File: src/sv/sradg_pkg.sv
// ---------------------------------------------------------------------------
// sradg_pkg
// shared types and constants for the strided row dma address generator
// ---------------------------------------------------------------------------
`default_nettype none

package sradg_pkg;

  localparam int POS_W     = 35;
  localparam int CFG_IDX_W = 3;
  localparam int CFG_DAT_W = 32;

  // opcodes
  localparam logic OP_LOAD = 1'b0;
  localparam logic OP_NEXT = 1'b1;

  // result status codes
  localparam logic [1:0] STATUS_ACCEPTED = 2'd0;
  localparam logic [1:0] STATUS_ROW      = 2'd1;
  localparam logic [1:0] STATUS_FAULT    = 2'd2;
  localparam logic [1:0] STATUS_IDLE     = 2'd3;

  // configuration register indexes
  localparam logic [CFG_IDX_W-1:0] CFG_WINDOW_BASE  = 3'd0;
  localparam logic [CFG_IDX_W-1:0] CFG_SOURCE_BYTES = 3'd1;
  localparam logic [CFG_IDX_W-1:0] CFG_DEST_BYTES   = 3'd2;
  localparam logic [CFG_IDX_W-1:0] CFG_SOURCE_MAP   = 3'd3;
  localparam logic [CFG_IDX_W-1:0] CFG_DEST_MAP     = 3'd4;

  // configuration reset values
  localparam logic [31:0] WINDOW_BASE_RESET  = 32'h1000_0000;
  localparam logic [31:0] SOURCE_BYTES_RESET = 32'd6291456;
  localparam logic [31:0] DEST_BYTES_RESET   = 32'd3072000;

  typedef struct packed {
    logic               opcode;
    logic [31:0]        source_start;
    logic [31:0]        dest_physical;
    logic signed [15:0] source_step;
    logic signed [15:0] dest_step;
    logic [15:0]        row_length;
    logic [15:0]        row_count;
  } in_word_t;

  typedef struct packed {
    logic [1:0]  status;
    logic [31:0] row_source;
    logic [31:0] row_dest;
    logic [15:0] row_bytes;
    logic        last_row;
  } out_word_t;

endpackage

`default_nettype wire

File: src/sv/sradg_out_buf.sv
// ---------------------------------------------------------------------------
// sradg_out_buf
// result register with a skid stage, so a word can be taken in while the
// previous result still waits downstream
// ---------------------------------------------------------------------------
`default_nettype none

module sradg_out_buf (
  input  wire                  clk,
  input  wire                  rst,
  input  wire                  push_valid,
  input  sradg_pkg::out_word_t push_word,
  output logic                 push_stall,
  output logic                 out_valid,
  input  wire                  out_stall,
  output sradg_pkg::out_word_t out_word
);

  logic                 skid_valid;
  sradg_pkg::out_word_t skid_word;
  logic                 push;
  logic                 load_out;

  assign push_stall = skid_valid;
  assign push       = push_valid && !skid_valid;
  // output register is free this cycle
  assign load_out   = !out_valid || !out_stall;

  always_ff @(posedge clk) begin
    if (rst) begin
      out_valid  <= 1'b0;
      skid_valid <= 1'b0;
    end else if (load_out) begin
      out_valid  <= skid_valid || push;
      skid_valid <= 1'b0;
    end else if (push) begin
      skid_valid <= 1'b1;
    end
  end

  always_ff @(posedge clk) begin
    if (load_out) begin
      out_word <= skid_valid ? skid_word : push_word;
    end
    if (!load_out && push) begin
      skid_word <= push_word;
    end
  end

`ifndef SYNTHESIS
  a_skid_implies_out: assert property (@(posedge clk) disable iff (rst)
    skid_valid |-> out_valid)
    else $error("skid word held with empty output register");

  a_no_overrun: assert property (@(posedge clk) disable iff (rst)
    (out_valid && out_stall && skid_valid) |=> skid_valid && out_valid)
    else $error("buffered word lost while stalled");
`endif

endmodule

`default_nettype wire

File: src/sv/strided_row_dma_address_generator.sv
// ---------------------------------------------------------------------------
// strided_row_dma_address_generator
// turns a 2d row-copy descriptor into one row command per next-row request
// ---------------------------------------------------------------------------
//  channel  | handshake                 | word
//  ---------+---------------------------+------------------------------------
//  in       | in_valid / in_stall       | in_word   (load or next-row request)
//  out      | out_valid / out_stall     | out_word  (status and row command)
//  cfg      | cfg_write                 | cfg_index, cfg_data
//
//  one word in, one result out, one word per cycle sustained while out_stall is low
//  the descriptor state is updated at the cycle a word is taken in; the
//  result is registered in the output register, or in the skid stage while out_stall holds it
//  a skid stage behind the output register keeps input flowing for one
//  extra word while out_stall is high; in_stall rises only when it is full
//  rst is synchronous: clears descriptor state, restores window registers
// ---------------------------------------------------------------------------
`default_nettype none

module strided_row_dma_address_generator (
  input  wire                                   clk,
  input  wire                                   rst,
  input  wire                                   in_valid,
  output logic                                  in_stall,
  input  sradg_pkg::in_word_t                   in_word,
  output logic                                  out_valid,
  input  wire                                   out_stall,
  output sradg_pkg::out_word_t                  out_word,
  input  wire                                   cfg_write,
  input  wire  [sradg_pkg::CFG_IDX_W-1:0]       cfg_index,
  input  wire  [sradg_pkg::CFG_DAT_W-1:0]       cfg_data
);

  // configuration
  logic [31:0] window_base_address;
  logic [31:0] source_window_bytes;
  logic [31:0] dest_window_bytes;
  logic        source_mapped;
  logic        dest_mapped;

  // descriptor state
  logic                                busy;
  logic signed [sradg_pkg::POS_W-1:0]  source_position;
  logic signed [sradg_pkg::POS_W-1:0]  dest_position;
  logic [15:0]                         rows_remaining;
  logic [15:0]                         held_length;
  logic signed [15:0]                  held_source_step;
  logic signed [15:0]                  held_dest_step;

  logic                                busy_next;
  logic signed [sradg_pkg::POS_W-1:0]  source_position_next;
  logic signed [sradg_pkg::POS_W-1:0]  dest_position_next;
  logic [15:0]                         rows_remaining_next;
  logic [15:0]                         held_length_next;
  logic signed [15:0]                  held_source_step_next;
  logic signed [15:0]                  held_dest_step_next;

  logic                 accept;
  sradg_pkg::out_word_t result;
  logic                 load_bad;
  logic [31:0]          rebased_dest;
  logic [sradg_pkg::POS_W-1:0] source_end;
  logic [sradg_pkg::POS_W-1:0] dest_end;
  logic                 row_bad;

  assign accept = in_valid && !in_stall;

  // configuration writes
  always_ff @(posedge clk) begin
    if (rst) begin
      window_base_address <= sradg_pkg::WINDOW_BASE_RESET;
      source_window_bytes <= sradg_pkg::SOURCE_BYTES_RESET;
      dest_window_bytes   <= sradg_pkg::DEST_BYTES_RESET;
      source_mapped       <= 1'b0;
      dest_mapped         <= 1'b0;
    end else if (cfg_write) begin
      unique case (cfg_index)
        sradg_pkg::CFG_WINDOW_BASE:  window_base_address <= cfg_data;
        sradg_pkg::CFG_SOURCE_BYTES: source_window_bytes <= cfg_data;
        sradg_pkg::CFG_DEST_BYTES:   dest_window_bytes   <= cfg_data;
        sradg_pkg::CFG_SOURCE_MAP:   source_mapped       <= cfg_data[0];
        sradg_pkg::CFG_DEST_MAP:     dest_mapped         <= cfg_data[0];
        default: ;
      endcase
    end
  end

  assign load_bad = !source_mapped || !dest_mapped ||
                    (in_word.row_length == 16'd0) || (in_word.row_count == 16'd0);
  assign rebased_dest = in_word.dest_physical - window_base_address;

  // positions stay below 2^34 in magnitude, so the low bits hold the value
  assign source_end = {1'b0, source_position[sradg_pkg::POS_W-2:0]} +
                      {{(sradg_pkg::POS_W-16){1'b0}}, held_length};
  assign dest_end   = {1'b0, dest_position[sradg_pkg::POS_W-2:0]} +
                      {{(sradg_pkg::POS_W-16){1'b0}}, held_length};
  assign row_bad = source_position[sradg_pkg::POS_W-1] ||
                   dest_position[sradg_pkg::POS_W-1] ||
                   (source_end > {{(sradg_pkg::POS_W-32){1'b0}}, source_window_bytes}) ||
                   (dest_end > {{(sradg_pkg::POS_W-32){1'b0}}, dest_window_bytes});

  always_comb begin
    busy_next             = busy;
    source_position_next  = source_position;
    dest_position_next    = dest_position;
    rows_remaining_next   = rows_remaining;
    held_length_next      = held_length;
    held_source_step_next = held_source_step;
    held_dest_step_next   = held_dest_step;
    result                = '0;

    if (in_word.opcode == sradg_pkg::OP_LOAD) begin
      if (load_bad) begin
        busy_next           = 1'b0;
        rows_remaining_next = 16'd0;
        result.status       = sradg_pkg::STATUS_FAULT;
      end else begin
        busy_next             = 1'b1;
        source_position_next  = {{(sradg_pkg::POS_W-32){1'b0}}, in_word.source_start};
        dest_position_next    = {{(sradg_pkg::POS_W-32){1'b0}}, rebased_dest};
        held_source_step_next = in_word.source_step;
        held_dest_step_next   = in_word.dest_step;
        held_length_next      = in_word.row_length;
        rows_remaining_next   = in_word.row_count;
        result.status         = sradg_pkg::STATUS_ACCEPTED;
      end
    end else if (!busy) begin
      result.status = sradg_pkg::STATUS_IDLE;
    end else if (row_bad) begin
      busy_next           = 1'b0;
      rows_remaining_next = 16'd0;
      result.status       = sradg_pkg::STATUS_FAULT;
    end else begin
      result.status       = sradg_pkg::STATUS_ROW;
      result.row_source   = source_position[31:0];
      result.row_dest     = dest_position[31:0];
      result.row_bytes    = held_length;
      result.last_row     = (rows_remaining == 16'd1);
      source_position_next = source_position +
        {{(sradg_pkg::POS_W-16){held_source_step[15]}}, held_source_step};
      dest_position_next   = dest_position +
        {{(sradg_pkg::POS_W-16){held_dest_step[15]}}, held_dest_step};
      rows_remaining_next  = rows_remaining - 16'd1;
      if (rows_remaining == 16'd1) begin
        busy_next = 1'b0;
      end
    end
  end

  always_ff @(posedge clk) begin
    if (rst) begin
      busy             <= 1'b0;
      source_position  <= '0;
      dest_position    <= '0;
      rows_remaining   <= 16'd0;
      held_length      <= 16'd0;
      held_source_step <= 16'sd0;
      held_dest_step   <= 16'sd0;
    end else if (accept) begin
      busy             <= busy_next;
      source_position  <= source_position_next;
      dest_position    <= dest_position_next;
      rows_remaining   <= rows_remaining_next;
      held_length      <= held_length_next;
      held_source_step <= held_source_step_next;
      held_dest_step   <= held_dest_step_next;
    end
  end

  sradg_out_buf u_out_buf (
    .clk        (clk),
    .rst        (rst),
    .push_valid (in_valid),
    .push_word  (result),
    .push_stall (in_stall),
    .out_valid  (out_valid),
    .out_stall  (out_stall),
    .out_word   (out_word)
  );

`ifndef SYNTHESIS
  a_busy_has_rows: assert property (@(posedge clk) disable iff (rst)
    busy |-> rows_remaining != 16'd0)
    else $error("descriptor active with no rows left");

  a_last_row_ends: assert property (@(posedge clk) disable iff (rst)
    (accept && in_word.opcode == sradg_pkg::OP_NEXT && busy &&
     rows_remaining == 16'd1) |=> !busy)
    else $error("descriptor still active after its last row");

  a_idle_stays: assert property (@(posedge clk) disable iff (rst)
    (accept && in_word.opcode == sradg_pkg::OP_NEXT && !busy) |=>
      !busy && $stable(source_position) && $stable(dest_position))
    else $error("request with no descriptor changed state");

  a_fault_word_clear: assert property (@(posedge clk) disable iff (rst)
    (out_valid && out_word.status != sradg_pkg::STATUS_ROW) |->
      out_word.row_bytes == 16'd0 && !out_word.last_row)
    else $error("non-row result carries row fields");
`endif

endmodule

`default_nettype wire

File: config.mk
export PLATFORM = sky130hd
export DESIGN_NAME = strided_row_dma_address_generator
export DESIGN_NICKNAME = d
export VERILOG_FILES = /design/src/sv/sradg_pkg.sv /design/src/sv/sradg_out_buf.sv /design/src/sv/strided_row_dma_address_generator.sv
export SDC_FILE = /design/constraint.sdc
export NUM_CORES = 1
export LEC_CHECK = 0
export BUFFER_PORTS_ARGS = -buffer_cell sky130_fd_sc_hd__buf_2
export CAP_MARGIN = 10
export CORE_ASPECT_RATIO = 1.2
export CORE_MARGIN = 3
export CORE_UTILIZATION = 41
export CTS_CLUSTER_SIZE = 25
export DETAILED_ROUTE_END_ITERATION = 10
export GPL_ROUTABILITY_DRIVEN = 0
export MAX_ROUTING_LAYER = met4
export PLACE_DENSITY = 0.58
export SYNTH_ARGS = -nofsm -noshare
export SYNTH_HDL_FRONTEND = slang
export SYNTH_SLANG_ARGS = --single-unit
export TNS_END_PERCENT = 20
File: constraint.sdc
create_clock -name clk -period 8.5 [get_ports clk]
set_clock_uncertainty 0.15 [all_clocks]
set_input_delay 1.275 -clock clk [delete_from_list [all_inputs] [get_ports clk]]
set_output_delay 1.275 -clock clk [all_outputs]
set_load 0.01 [all_outputs]
==> results of run 1 <==
-- how the worst max path moves through the flow --
stage	start	to	slack, ps
final	dest_position[0]$_SDFFE_PP0P_	dest_position[30]$_SDFFE_PP0P_	2040
after CTS	held_length[0]$_SDFFE_PP0P_	dest_position[30]$_SDFFE_PP0P_	2120
after global routing	held_length[0]$_SDFFE_PP0P_	source_position[4]$_SDFFE_PP0P_	1610
after global placement	dest_position[0]$_SDFFE_PP0P_	dest_position[30]$_SDFFE_PP0P_	2300
after detailed placement	held_length[0]$_SDFFE_PP0P_	dest_position[30]$_SDFFE_PP0P_	2160
after floorplan	out_stall	u_out_buf.skid_word[0]$_DFFE_PP_	750
-- layout by cell type, fill, tap and decap left out, drive strengths merged, types with 7 or more instances in the layout --
cell,n
a311oi,12
a21oi,282
a31oi,9
mux2i,34
o21a,30
o211ai,20
buf,271
and4,7
mux2,82
a211oi,76
o21bai,9
clkbuf,52
edfxtp,166
clkinvlp,8
clkinv,13
and2,15
xnor2,106
a21o,62
a211o,16
dfxtp,235
o21ai,105
o31a,9
ha,197
o31ai,10
nand4,26
xor2,32
nor2,188
nand3,43
nor2b,21
or2,12
or4,10
nor4,16
nand2,382
or3,14
and3,96
nor3,34
inv,142
nand2b,20
-- state kept, by name, indices dropped and copies added (netlist names) --
signal,flops
window_base_address,32
held_dest_step,16
dest_window_bytes,32
source_position,35
rows_remaining,16
u_out_buf.out_word,83
busy,1
u_out_buf.push_stall,1
dest_position,35
source_window_bytes,32
u_out_buf.out_valid,1
u_out_buf.skid_word,83
source_mapped,1
held_source_step,16
dest_mapped,1
held_length,16
-- critical path, delay by kind of cell (launching register included) --
family,cells,cell delay (ps)
compound gates,11,2260
simple gates,7,1830
fa+ha+maj,3,860
buf+inv,2,590
flops,1,380
xor+xnor,1,160
-- routing by layer --
layer  GRT usage (%)  up-vias
met5               -        -
met4            9.10        0
met3            4.35      166
met2            39.3      678
met1            30.0     9879
li1                -    10070
-- power by group through the flow --
stage / Combinational [W] / Clock (W) / Sequential (W)
CTS: 0.000385 / 0.00202 / 0.00206
global placement: 0.000377 / 0 / 0.00211
global route: 0.000422 / 0.00209 / 0.00207
detailed placement: 0.000383 / 0 / 0.00211
floorplan: 0.000213 / 0 / 0.00212
finish: 0.000387 / 0.00197 / 0.00206
-- kinds of logic after synthesis --
group	synth area share (%)
buffers and inverters	4.32
multiplexers	5.17
adder cells (fa/ha/maj)	10.5
flip-flops	39.7
XOR/XNOR	4.95
AO/OA/AOI/OAI	18.3
AND/OR/NAND/NOR	17.1
-- cell type report --
cell class,count,area (sq um)
clock inverters,31,302
flip-flops and latches,401,9690
fillers,5574,30800
diodes,2,5.00
well taps,792,991
repair buffers,272,1430
clock buffers,51,1170
inverters,136,510
multi-input cells,2034,13700
-- through the flow --
stage	setup WS [ps]	instances
after floorplan	748	2695
after global placement	2300	3635
after detailed placement	2160	3635
after CTS	2120	3717
after global routing	1610	3718
final	2040	3719
==> run metrics, run 1 <==
Synth area leader=edfxtp_1; Synth warnings=0; Post-CTS Hold Fix Bufs=0; met2 WL=35700 um; DPL Wire Length=57200 um; largest net degree at the start of global routing=130; Die Span Y=273 um; global-route wire length before repair=115000 um; Hold Slack=303 ps; nets=3260; ranking of synthesized cells by area=edfxtp_1 20%, dfxtp_1 19%, ha_1 10%, nand2_1 5.9%, a21oi_1 5.8%; Area growth, synth to finish=13.8%; hold_sp=source_window_bytes[26]$_SDFFE_PP0P_; max-cap viol count=0; H-Tree Depth=2; Internal=0.00331 W; Max Freq=155 MHz; VDD IR max=132 uV; Seq pwr share=46.7%; Yosys top cell area share=20.4%; Mapped Nets=3066; vias in the first global route=20248; Final Total Pwr=0.00442 W; Mapped Area=0.0244 sq mm; worst skew pair latency=590 ps; Post-Route WL=75900 um; crit-path cells=ha_1, inv_1, fa_1, nor2b_1, o31a_1, o41ai_1, o21ai_0, nor2b_1, nand2_1, or3_1, nor2_1, xor2_1, ha_1, a21o_1, a21oi_1, o21ai_0, a221oi_1, a21oi_1, o21bai_1, or4_4, o21ai_4, buf_12, o21ai_0, nor3b_2; P_sw=0.00111 W; leakage power=11.6 nW; Final Max Slew Viols=0; Starting Density=41.7%; Comb pwr share=8.8%; setup bufs post-CTS=0; layout cells sized above 1=17.2%; Post-DP Area=0.0263 sq mm; std cell rows=97; critical path class=register to register; vias per cell=5.59; Mean Syn Cell Area=9.06 sq um; # DRC=0; Clock Sinks=401; Critical Path Source Type=register; antenna viol nets, final=0; asr flop ratio synth=0%; Crit path arrival time=6730 ps; WP data required=8770 ps; Most common cell on crit path=o21ai_0; commonest cells in the netlist=382 x nand2_1, 282 x a21oi_1, 235 x dfxtp_1; Synth cell types=75; final core occ=47.4%; cells after synthesis=2695; Worst Tran Pin Value=1300 ps; clk buf depth=3; die width=229 um; Pre-Repair DR Iteration Count=5; RSZ-0062 raised after global routing=no; reg2reg start=dest_position[0]$_SDFFE_PP0P_; slowest CP cell=buf_12; Worst-path clk slew=70 ps; Primary FF master, synth=dfxtp_1; Switching Share=25.1%; Synth Register Bits=401; metal3 WL=5150 um; Total Die Area=0.0626 sq mm; Hold Path Depth=2; Clock power frac=44.5%; Hold Crit Class=register to register; All-Layer GR Usage=24.1%; initial antenna violation count=1; sequential element share of the synthesized area=39.7%; post-CTS sizing=0; setup violators final=0; Post-synth EDFFs=166; worst r2r path cells=24; Endpoint, Worst Hold=source_window_bytes[26]$_SDFFE_PP0P_; Final Cycle Share=76.0%; Slew HR=13.5%; Final Hold Vio Count=0; top routing layer in use=met4; reg2reg end=dest_position[30]$_SDFFE_PP0P_; Core ar.=0.0586 sq mm; critical path endpoint category=register; Num CTS Buffers=44; GR Overflow Total=0; met1 WL=32200 um; port bufs=253; Final min period=6460 ps; Design Area, Final=0.0278 sq mm; Sum Neg Setup Slack=0 ps; CTS root buffer=clkbuf_16; R2R Setup Slk=2040 ps; WL per Instance=20.4 um; vias=20793; status=finished, final reports clean; count leader, synth=nand2_1; I/O pins=254; Pwr Density=159 mW/mm^2; Crit Path Max Fanout=129; crit-path max cell delay=530 ps; First DRT Iteration DRCs=1644; CTS tree=done
Power figures use the tool's default switching activity.
==> inputs of run 2 (changes only) <==
Clock period 8.5 ns to 6.2 ns, I/O delays scaled along.
==> run 2 against run 1 <==
Net effect:
- final cell count is 0.51% higher
- critical path type unchanged
- clock power up 30%
- maximum frequency rose by 11%
- global-route usage increased by 0.12 points
- worst hold slack better by 1.4 ps
- register-to-register slack got worse by 1700 ps
==> run metrics, run 2 (same netlist as run 1, synthesis figures left out) <==
status=finished, final reports clean (unchanged); Post-Route WL=76200 um (was 75900 um); Slew HR=20.6% (was 13.5%); Final Max Slew Viols=0 (unchanged); antenna viol nets, final=0 (unchanged); Pwr Density=211 mW/mm^2 (was 159 mW/mm^2); Total Die Area=0.0626 sq mm (unchanged); layout cells sized above 1=17.7% (was 17.2%); dpl cells=3647 (was 3635); port bufs=253 (unchanged); critical path class=register to register (unchanged); Crit Path Max Fanout=47 (was 129); leakage power=11.7 nW (was 11.6 nW); VDD IR max=214 uV (was 132 uV); initial antenna violation count=1 (unchanged); global-route wire length before repair=117000 um (was 115000 um); vias per cell=5.58 (was 5.59); WL per Instance=20.4 um (about the same); largest net degree at the start of global routing=103 (was 130); Max Freq=172 MHz (was 155 MHz); Pre-Repair DR Iteration Count=7 (was 5); Hold Crit Class=register to register (unchanged); First DRT Iteration DRCs=1852 (was 1644); Num CTS Buffers=45 (was 44); Core ar.=0.0586 sq mm (unchanged); critical path endpoint category=register (unchanged); nets=3279 (was 3260); I/O pins=254 (unchanged); Worst Tran Pin Value=1190 ps (was 1300 ps); Endpoint, Worst Hold=dest_window_bytes[31]$_SDFFE_PP0P_ (was source_window_bytes[26]$_SDFFE_PP0P_); Critical Path Source Type=register (unchanged); vias=20856 (was 20793); H-Tree Depth=2 (unchanged); R2R Setup Slk=370 ps (was 2040 ps); Final Hold Vio Count=0 (unchanged); hold_sp=dest_window_bytes[31]$_SDFFE_PP0P_ (was source_window_bytes[26]$_SDFFE_PP0P_); GR Overflow Total=0 (unchanged); die width=229 um (unchanged); most common cell after layout, fill and taps aside=nand2_1 (unchanged); post-route insts no fill=3738 (was 3719); Regs by FF count=u_out_buf.out_word: 83 flops, u_out_buf.skid_word: 83 flops (unchanged); Worst-path clk slew=60 ps (was 70 ps); pre-CTS setup slack=197 ps (was 2160 ps); setup ws final=369 ps (was 2040 ps); DPL Wire Length=57300 um (was 57200 um); Clock Sinks=401 (unchanged); CTS root buffer=clkbuf_16 (unchanged); Crit path arrival time=6120 ps (was 6730 ps); reg2reg end=dest_position[11]$_SDFFE_PP0P_ (was dest_position[30]$_SDFFE_PP0P_); Final min period=5830 ps (was 6460 ps); Area growth, synth to finish=14.8% (was 13.8%); max-cap viol count=0 (unchanged); fillcell total=5602 (was 5574); CTS tree=done (unchanged); commonest non-fill, non-tap cells in the layout=380 x nand2_1, 281 x a21oi_1, 251 x buf_2, 233 x dfxtp_1, 197 x ha_1 (was 380 x nand2_1, 282 x a21oi_1, 251 x buf_2, 233 x dfxtp_1, 197 x ha_1); Final Cycle Share=94.0% (was 76.0%); Hold Path Depth=2 (unchanged); setup violators final=0 (unchanged); Die Span Y=273 um (unchanged); vias in the first global route=20361 (was 20248); WP data required=6490 ps (was 8770 ps); All-Layer GR Usage=24.2% (was 24.1%); FF/Latch Area=0.00969 sq mm (unchanged); worst r2r path cells=21 (was 24); # DRC=0 (unchanged); final core occ=47.8% (was 47.4%); area occupied by multi-input gates=0.0137 sq mm (about the same); reg2reg start=source_position[0]$_SDFFE_PP0P_ (was dest_position[0]$_SDFFE_PP0P_); std cell rows=97 (unchanged); Sum Neg Setup Slack=0 ps (unchanged); Starting Density=41.7% (unchanged); worst skew pair latency=580 ps (was 590 ps); clk buf depth=3 (unchanged)
[run 2: changes by cell type in the layout (fill, tap and decap cells not counted), sizes merged, moves of 3 or more]
cell and change:
clkinv +5, inv -5, buf +16, bufinv -3, clkbuf +10, clkinvlp -3
[run 2: worst max path at each step]
stage | from | end | slack, ps | cells after the start
after floorplan | dest_position[0]$_SDFFE_PP0P_ | dest_position[26]$_SDFFE_PP0P_ | 1140 | 25
after global placement | dest_position[0]$_SDFFE_PP0P_ | dest_position[11]$_SDFFE_PP0P_ | 350 | 24
after detailed placement | held_length[2]$_SDFFE_PP0P_ | dest_position[11]$_SDFFE_PP0P_ | 200 | 22
after CTS | held_length[3]$_SDFFE_PP0P_ | dest_position[11]$_SDFFE_PP0P_ | 160 | 22
after global routing | dest_position[0]$_SDFFE_PP0P_ | source_position[4]$_SDFFE_PP0P_ | -40 | 24
final | source_position[0]$_SDFFE_PP0P_ | dest_position[11]$_SDFFE_PP0P_ | 370 | 21
[run 2: layout make-up]
type                            instances  area share (%)
Multi-Input combinational cell       2034            49.0
Sequential cell                       401            34.6
Timing Repair Buffer                  290            6.10
Clock buffer                           59            4.35
Tap cell                              792            3.53
Inverter                              136            1.82
Clock inverter                         25           0.660
Antenna cell                            1         0.00892
[run 2: repair_timing]
item / in CTS / in global routing
hold buffers: 0 / 0
setup endpoints to repair: 0 / 136
gates resized for setup: 0 / 9
setup buffers: 0 / 3
[run 2: worst max-delay path: stages, from the launching register on]
cell      delay (ps)
dfxtp_1          340
ha_1             260
fa_1             430
a211oi_1         410
o211ai_1         220
a311o_1          410
nand2_1          210
nor2_1           150
xor2_1           160
ha_1             310
nand4_1          190
nor4_1           420
nand4_1          170
and2_1           190
o21ai_0          110
nand2_1           90
or4_4            570
o21ai_4          170
buf_12           160
buf_12           230
mux2i_1          230
nor2_1            50
[run 2: metal layers]
metal / GRT usage, % / wire length (um) / up-vias
li1: - / - / 10109
met1: 31.2 / 33800 / 9948
met2: 39.5 / 35500 / 654
met3: 3.14 / 4220 / 145
met4: 8.26 / 2670 / 0
met5: - / 0 / -
[run 2: report_power, final]
part | internal [W] | switching, W | leakage [nW]
clock network | 0.00144 | 0.00113 | 0.684
registers | 0.00280 | 0.0000254 | 3.53
logic | 0.000197 | 0.000337 | 7.49
[run 2: per-stage QoR]
| stage | hold WS, ps | instance area, sq um | power [W] |
|---|---|---|---|
| final | 304 | 28000 | 0.00593 |
| after global routing | 318 | 28000 | 0.00615 |
| after CTS | 305 | 27900 | 0.00599 |
| after detailed placement | 297 | 26500 | 0.00342 |
| after global placement | 294 | 26500 | 0.00340 |
| after floorplan | 286 | 24400 | 0.00319 |
==> inputs of run 3 (changes only) <==
Settings changed: CORE_ASPECT_RATIO 1.2 to default.
==> run 3 against run 2 <==
Net effect:
- register-to-register slack better by 20 ps
- largest cell class unchanged
- global-route usage decreased by 0.85 points
- combinational power fell by 0.7%
- final cell count down 0.54%
- sequential share of layout area fell by 0.15 points
- setup slack gained 24 ps
- worst hold slack got worse by 1.4 ps
- count of clock-buffer cells in the layout grew 6
- sequential cell count did not move
- critical path depth increased by 4
- die area hardly changed
==> run metrics, run 3 (same netlist as run 1, synthesis figures left out) <==
Core ar.=0.0584 sq mm (was 0.0586 sq mm); Switching Share=23.7% (was 25.2%); antenna viol nets, final=0 (unchanged); Area growth, synth to finish=15.3% (was 14.8%); Regs by FF count=u_out_buf.out_word: 83 flops, u_out_buf.skid_word: 83 flops (unchanged); port bufs=253 (unchanged); vias per cell=5.58 (about the same); # DRC=0 (unchanged); WL per Instance=19.6 um (was 20.4 um); Comb pwr share=8.5% (was 9.0%); Post-Route WL=73100 um (was 76200 um); area occupied by multi-input gates=0.0137 sq mm (about the same); max-cap viol count=0 (unchanged); status=finished, final reports clean (unchanged); Seq pwr share=45.2% (was 47.7%); critical path class=register to register (unchanged); CTS root buffer=clkbuf_16 (unchanged); worst skew pair latency=570 ps (was 580 ps); Endpoint, Worst Hold=source_window_bytes[25]$_SDFFE_PP0P_ (was dest_window_bytes[31]$_SDFFE_PP0P_); critical path endpoint category=register (unchanged); Starting Density=41.9% (was 41.7%); fillcell total=5617 (was 5602); setup violators final=0 (unchanged); Final Hold Vio Count=0 (unchanged); DPL Wire Length=55100 um (was 57300 um); First DRT Iteration DRCs=1320 (was 1852); All-Layer GR Usage=23.4% (was 24.2%); Pre-Repair DR Iteration Count=6 (was 7); hold_sp=source_window_bytes[25]$_SDFFE_PP0P_ (was dest_window_bytes[31]$_SDFFE_PP0P_); FF/Latch Area=0.00970 sq mm (was 0.00969 sq mm); global-route wire length before repair=114000 um (was 117000 um); most common cell after layout, fill and taps aside=nand2_1 (unchanged); Hold Path Depth=2 (unchanged); Clock power frac=46.3% (was 43.3%); clk buf depth=3 (unchanged); CTS tree=done (unchanged); Worst-path clk slew=60 ps (about the same); Num CTS Buffers=45 (unchanged); die width=250 um (was 229 um); VDD IR max=173 uV (was 214 uV); vias in the first global route=20329 (was 20361); std cell rows=88 (was 97); vias=20760 (was 20856); reg2reg end=dest_position[27]$_SDFFE_PP0P_ (was dest_position[11]$_SDFFE_PP0P_); largest net degree at the start of global routing=128 (was 103); Hold Crit Class=register to register (unchanged); layout cells sized above 1=17.9% (was 17.7%); GR Overflow Total=0 (unchanged); I/O pins=254 (unchanged); Clock Sinks=401 (unchanged); R2R Setup Slk=390 ps (was 370 ps); WP data required=6530 ps (was 6490 ps); Total Die Area=0.0625 sq mm (was 0.0626 sq mm); Internal=0.00477 W (was 0.00444 W); Die Span Y=250 um (was 273 um); reg2reg start=held_length[0]$_SDFFE_PP0P_ (was source_position[0]$_SDFFE_PP0P_); Final Total Pwr=0.00625 W (was 0.00593 W); Sum Neg Setup Slack=0 ps (unchanged); commonest non-fill, non-tap cells in the layout=380 x nand2_1, 281 x a21oi_1, 251 x buf_2, 231 x dfxtp_1, 197 x ha_1 (was 380 x nand2_1, 281 x a21oi_1, 251 x buf_2, 233 x dfxtp_1, 197 x ha_1); Crit Path Max Fanout=24 (was 47); Hold Slack=303 ps (was 304 ps); Slew HR=35.4% (was 20.6%); Final Cycle Share=93.6% (was 94.0%); initial antenna violation count=7 (was 1); Critical Path Source Type=register (unchanged); final core occ=48.3% (was 47.8%); leakage power=11.8 nW (was 11.7 nW); P_sw=0.00148 W (was 0.00149 W); Pwr Density=222 mW/mm^2 (was 211 mW/mm^2); Max Freq=172 MHz (about the same); H-Tree Depth=2 (unchanged); Final Max Slew Viols=0 (unchanged); Final min period=5810 ps (was 5830 ps); worst r2r path cells=25 (was 21); Worst Tran Pin Value=967 ps (was 1190 ps); Crit path arrival time=6140 ps (was 6120 ps); nets=3281 (was 3279)
==> run 3: cell types whose count changed in the layout (fill, tap and decap cells not counted), sizes merged <==
| cell | change |
|---|---|
| clkinv | -8 |
| clkbuf | +4 |
| bufinv | +6 |
| diode | +5 |
| clkinvlp | -4 |
| buf | +4 |
==> run 3: power groups by stage <==
stage | sequential [W] | combinational (W) | clock, W
after global placement | 0.00288 | 0.000518 | 0
after global routing | 0.00283 | 0.000582 | 0.00307
final | 0.00283 | 0.000530 | 0.00290
after CTS | 0.00283 | 0.000531 | 0.00296
after detailed placement | 0.00289 | 0.000527 | 0
after floorplan | 0.00290 | 0.000292 | 0
==> run 3: metal layers <==
layer  vias to the layer above  wire length (um)  track usage [%]
met5                         -                 0                -
met4                         0              2370             7.86
met3                       128              4090             4.18
met2                       546             33200             36.4
met1                      9955             33400             30.7
li1                      10131                 -                -
==> run 3: worst max-delay path by stage <==
stage	from	slack (ps)	end
final	held_length[0]$_SDFFE_PP0P_	390	dest_position[27]$_SDFFE_PP0P_
after global routing	held_length[1]$_SDFFE_PP0P_	-10	dest_position[0]$_SDFFE_PP0P_
after CTS	held_length[2]$_SDFFE_PP0P_	120	dest_position[23]$_SDFFE_PP0P_
after detailed placement	held_length[2]$_SDFFE_PP0P_	180	source_position[2]$_SDFFE_PP0P_
after global placement	held_length[0]$_SDFFE_PP0P_	290	dest_position[27]$_SDFFE_PP0P_
after floorplan	dest_position[0]$_SDFFE_PP0P_	1140	dest_position[26]$_SDFFE_PP0P_
==> run 3: cell type report <==
| type | count | share of cell area (%) |
|---|---|---|
| Antenna cell | 6 | 0.0533 |
| Sequential cell | 401 | 34.4 |
| Timing Repair Buffer | 292 | 5.87 |
| Tap cell | 765 | 3.40 |
| Clock buffer | 65 | 4.67 |
| Clock inverter | 19 | 1.01 |
| Multi-Input combinational cell | 2034 | 48.8 |
| Inverter | 136 | 1.81 |
==> run 3: timing repair <==
item                                    CTS  global route
buffers inserted                          0             2
gates resized for setup                   0            16
endpoints found under the setup margin    0           149
hold buffers                              0             0
==> run 3: worst max-delay path, cell delays in order (launching register included) <==
cell	delay, ps
dfxtp_2	360
ha_1	200
inv_1	60
fa_1	390
nor2b_1	170
o31a_1	210
o41ai_1	140
o21ai_1	310
nor2b_4	220
nand2_1	100
or3_4	370
nor2_1	120
xor2_1	180
ha_1	280
a21o_1	170
a21oi_1	130
o21ai_0	130
a221oi_1	280
a21oi_2	150
o21bai_1	180
or4_4	480
o21ai_4	260
buf_12	190
buf_12	180
nor2_1	60
a311oi_1	230
==> run 3: through the flow <==
| stage | setup slack [ps] | std cells | cell area [sq um] |
|---|---|---|---|
| global placement | 292 | 3626 | 26500 |
| CTS | 115 | 3710 | 28100 |
| detailed placement | 177 | 3626 | 26500 |
| floorplan | 1140 | 2695 | 24400 |
| global route | -11.3 | 3717 | 28200 |
| finish | 394 | 3718 | 28200 |
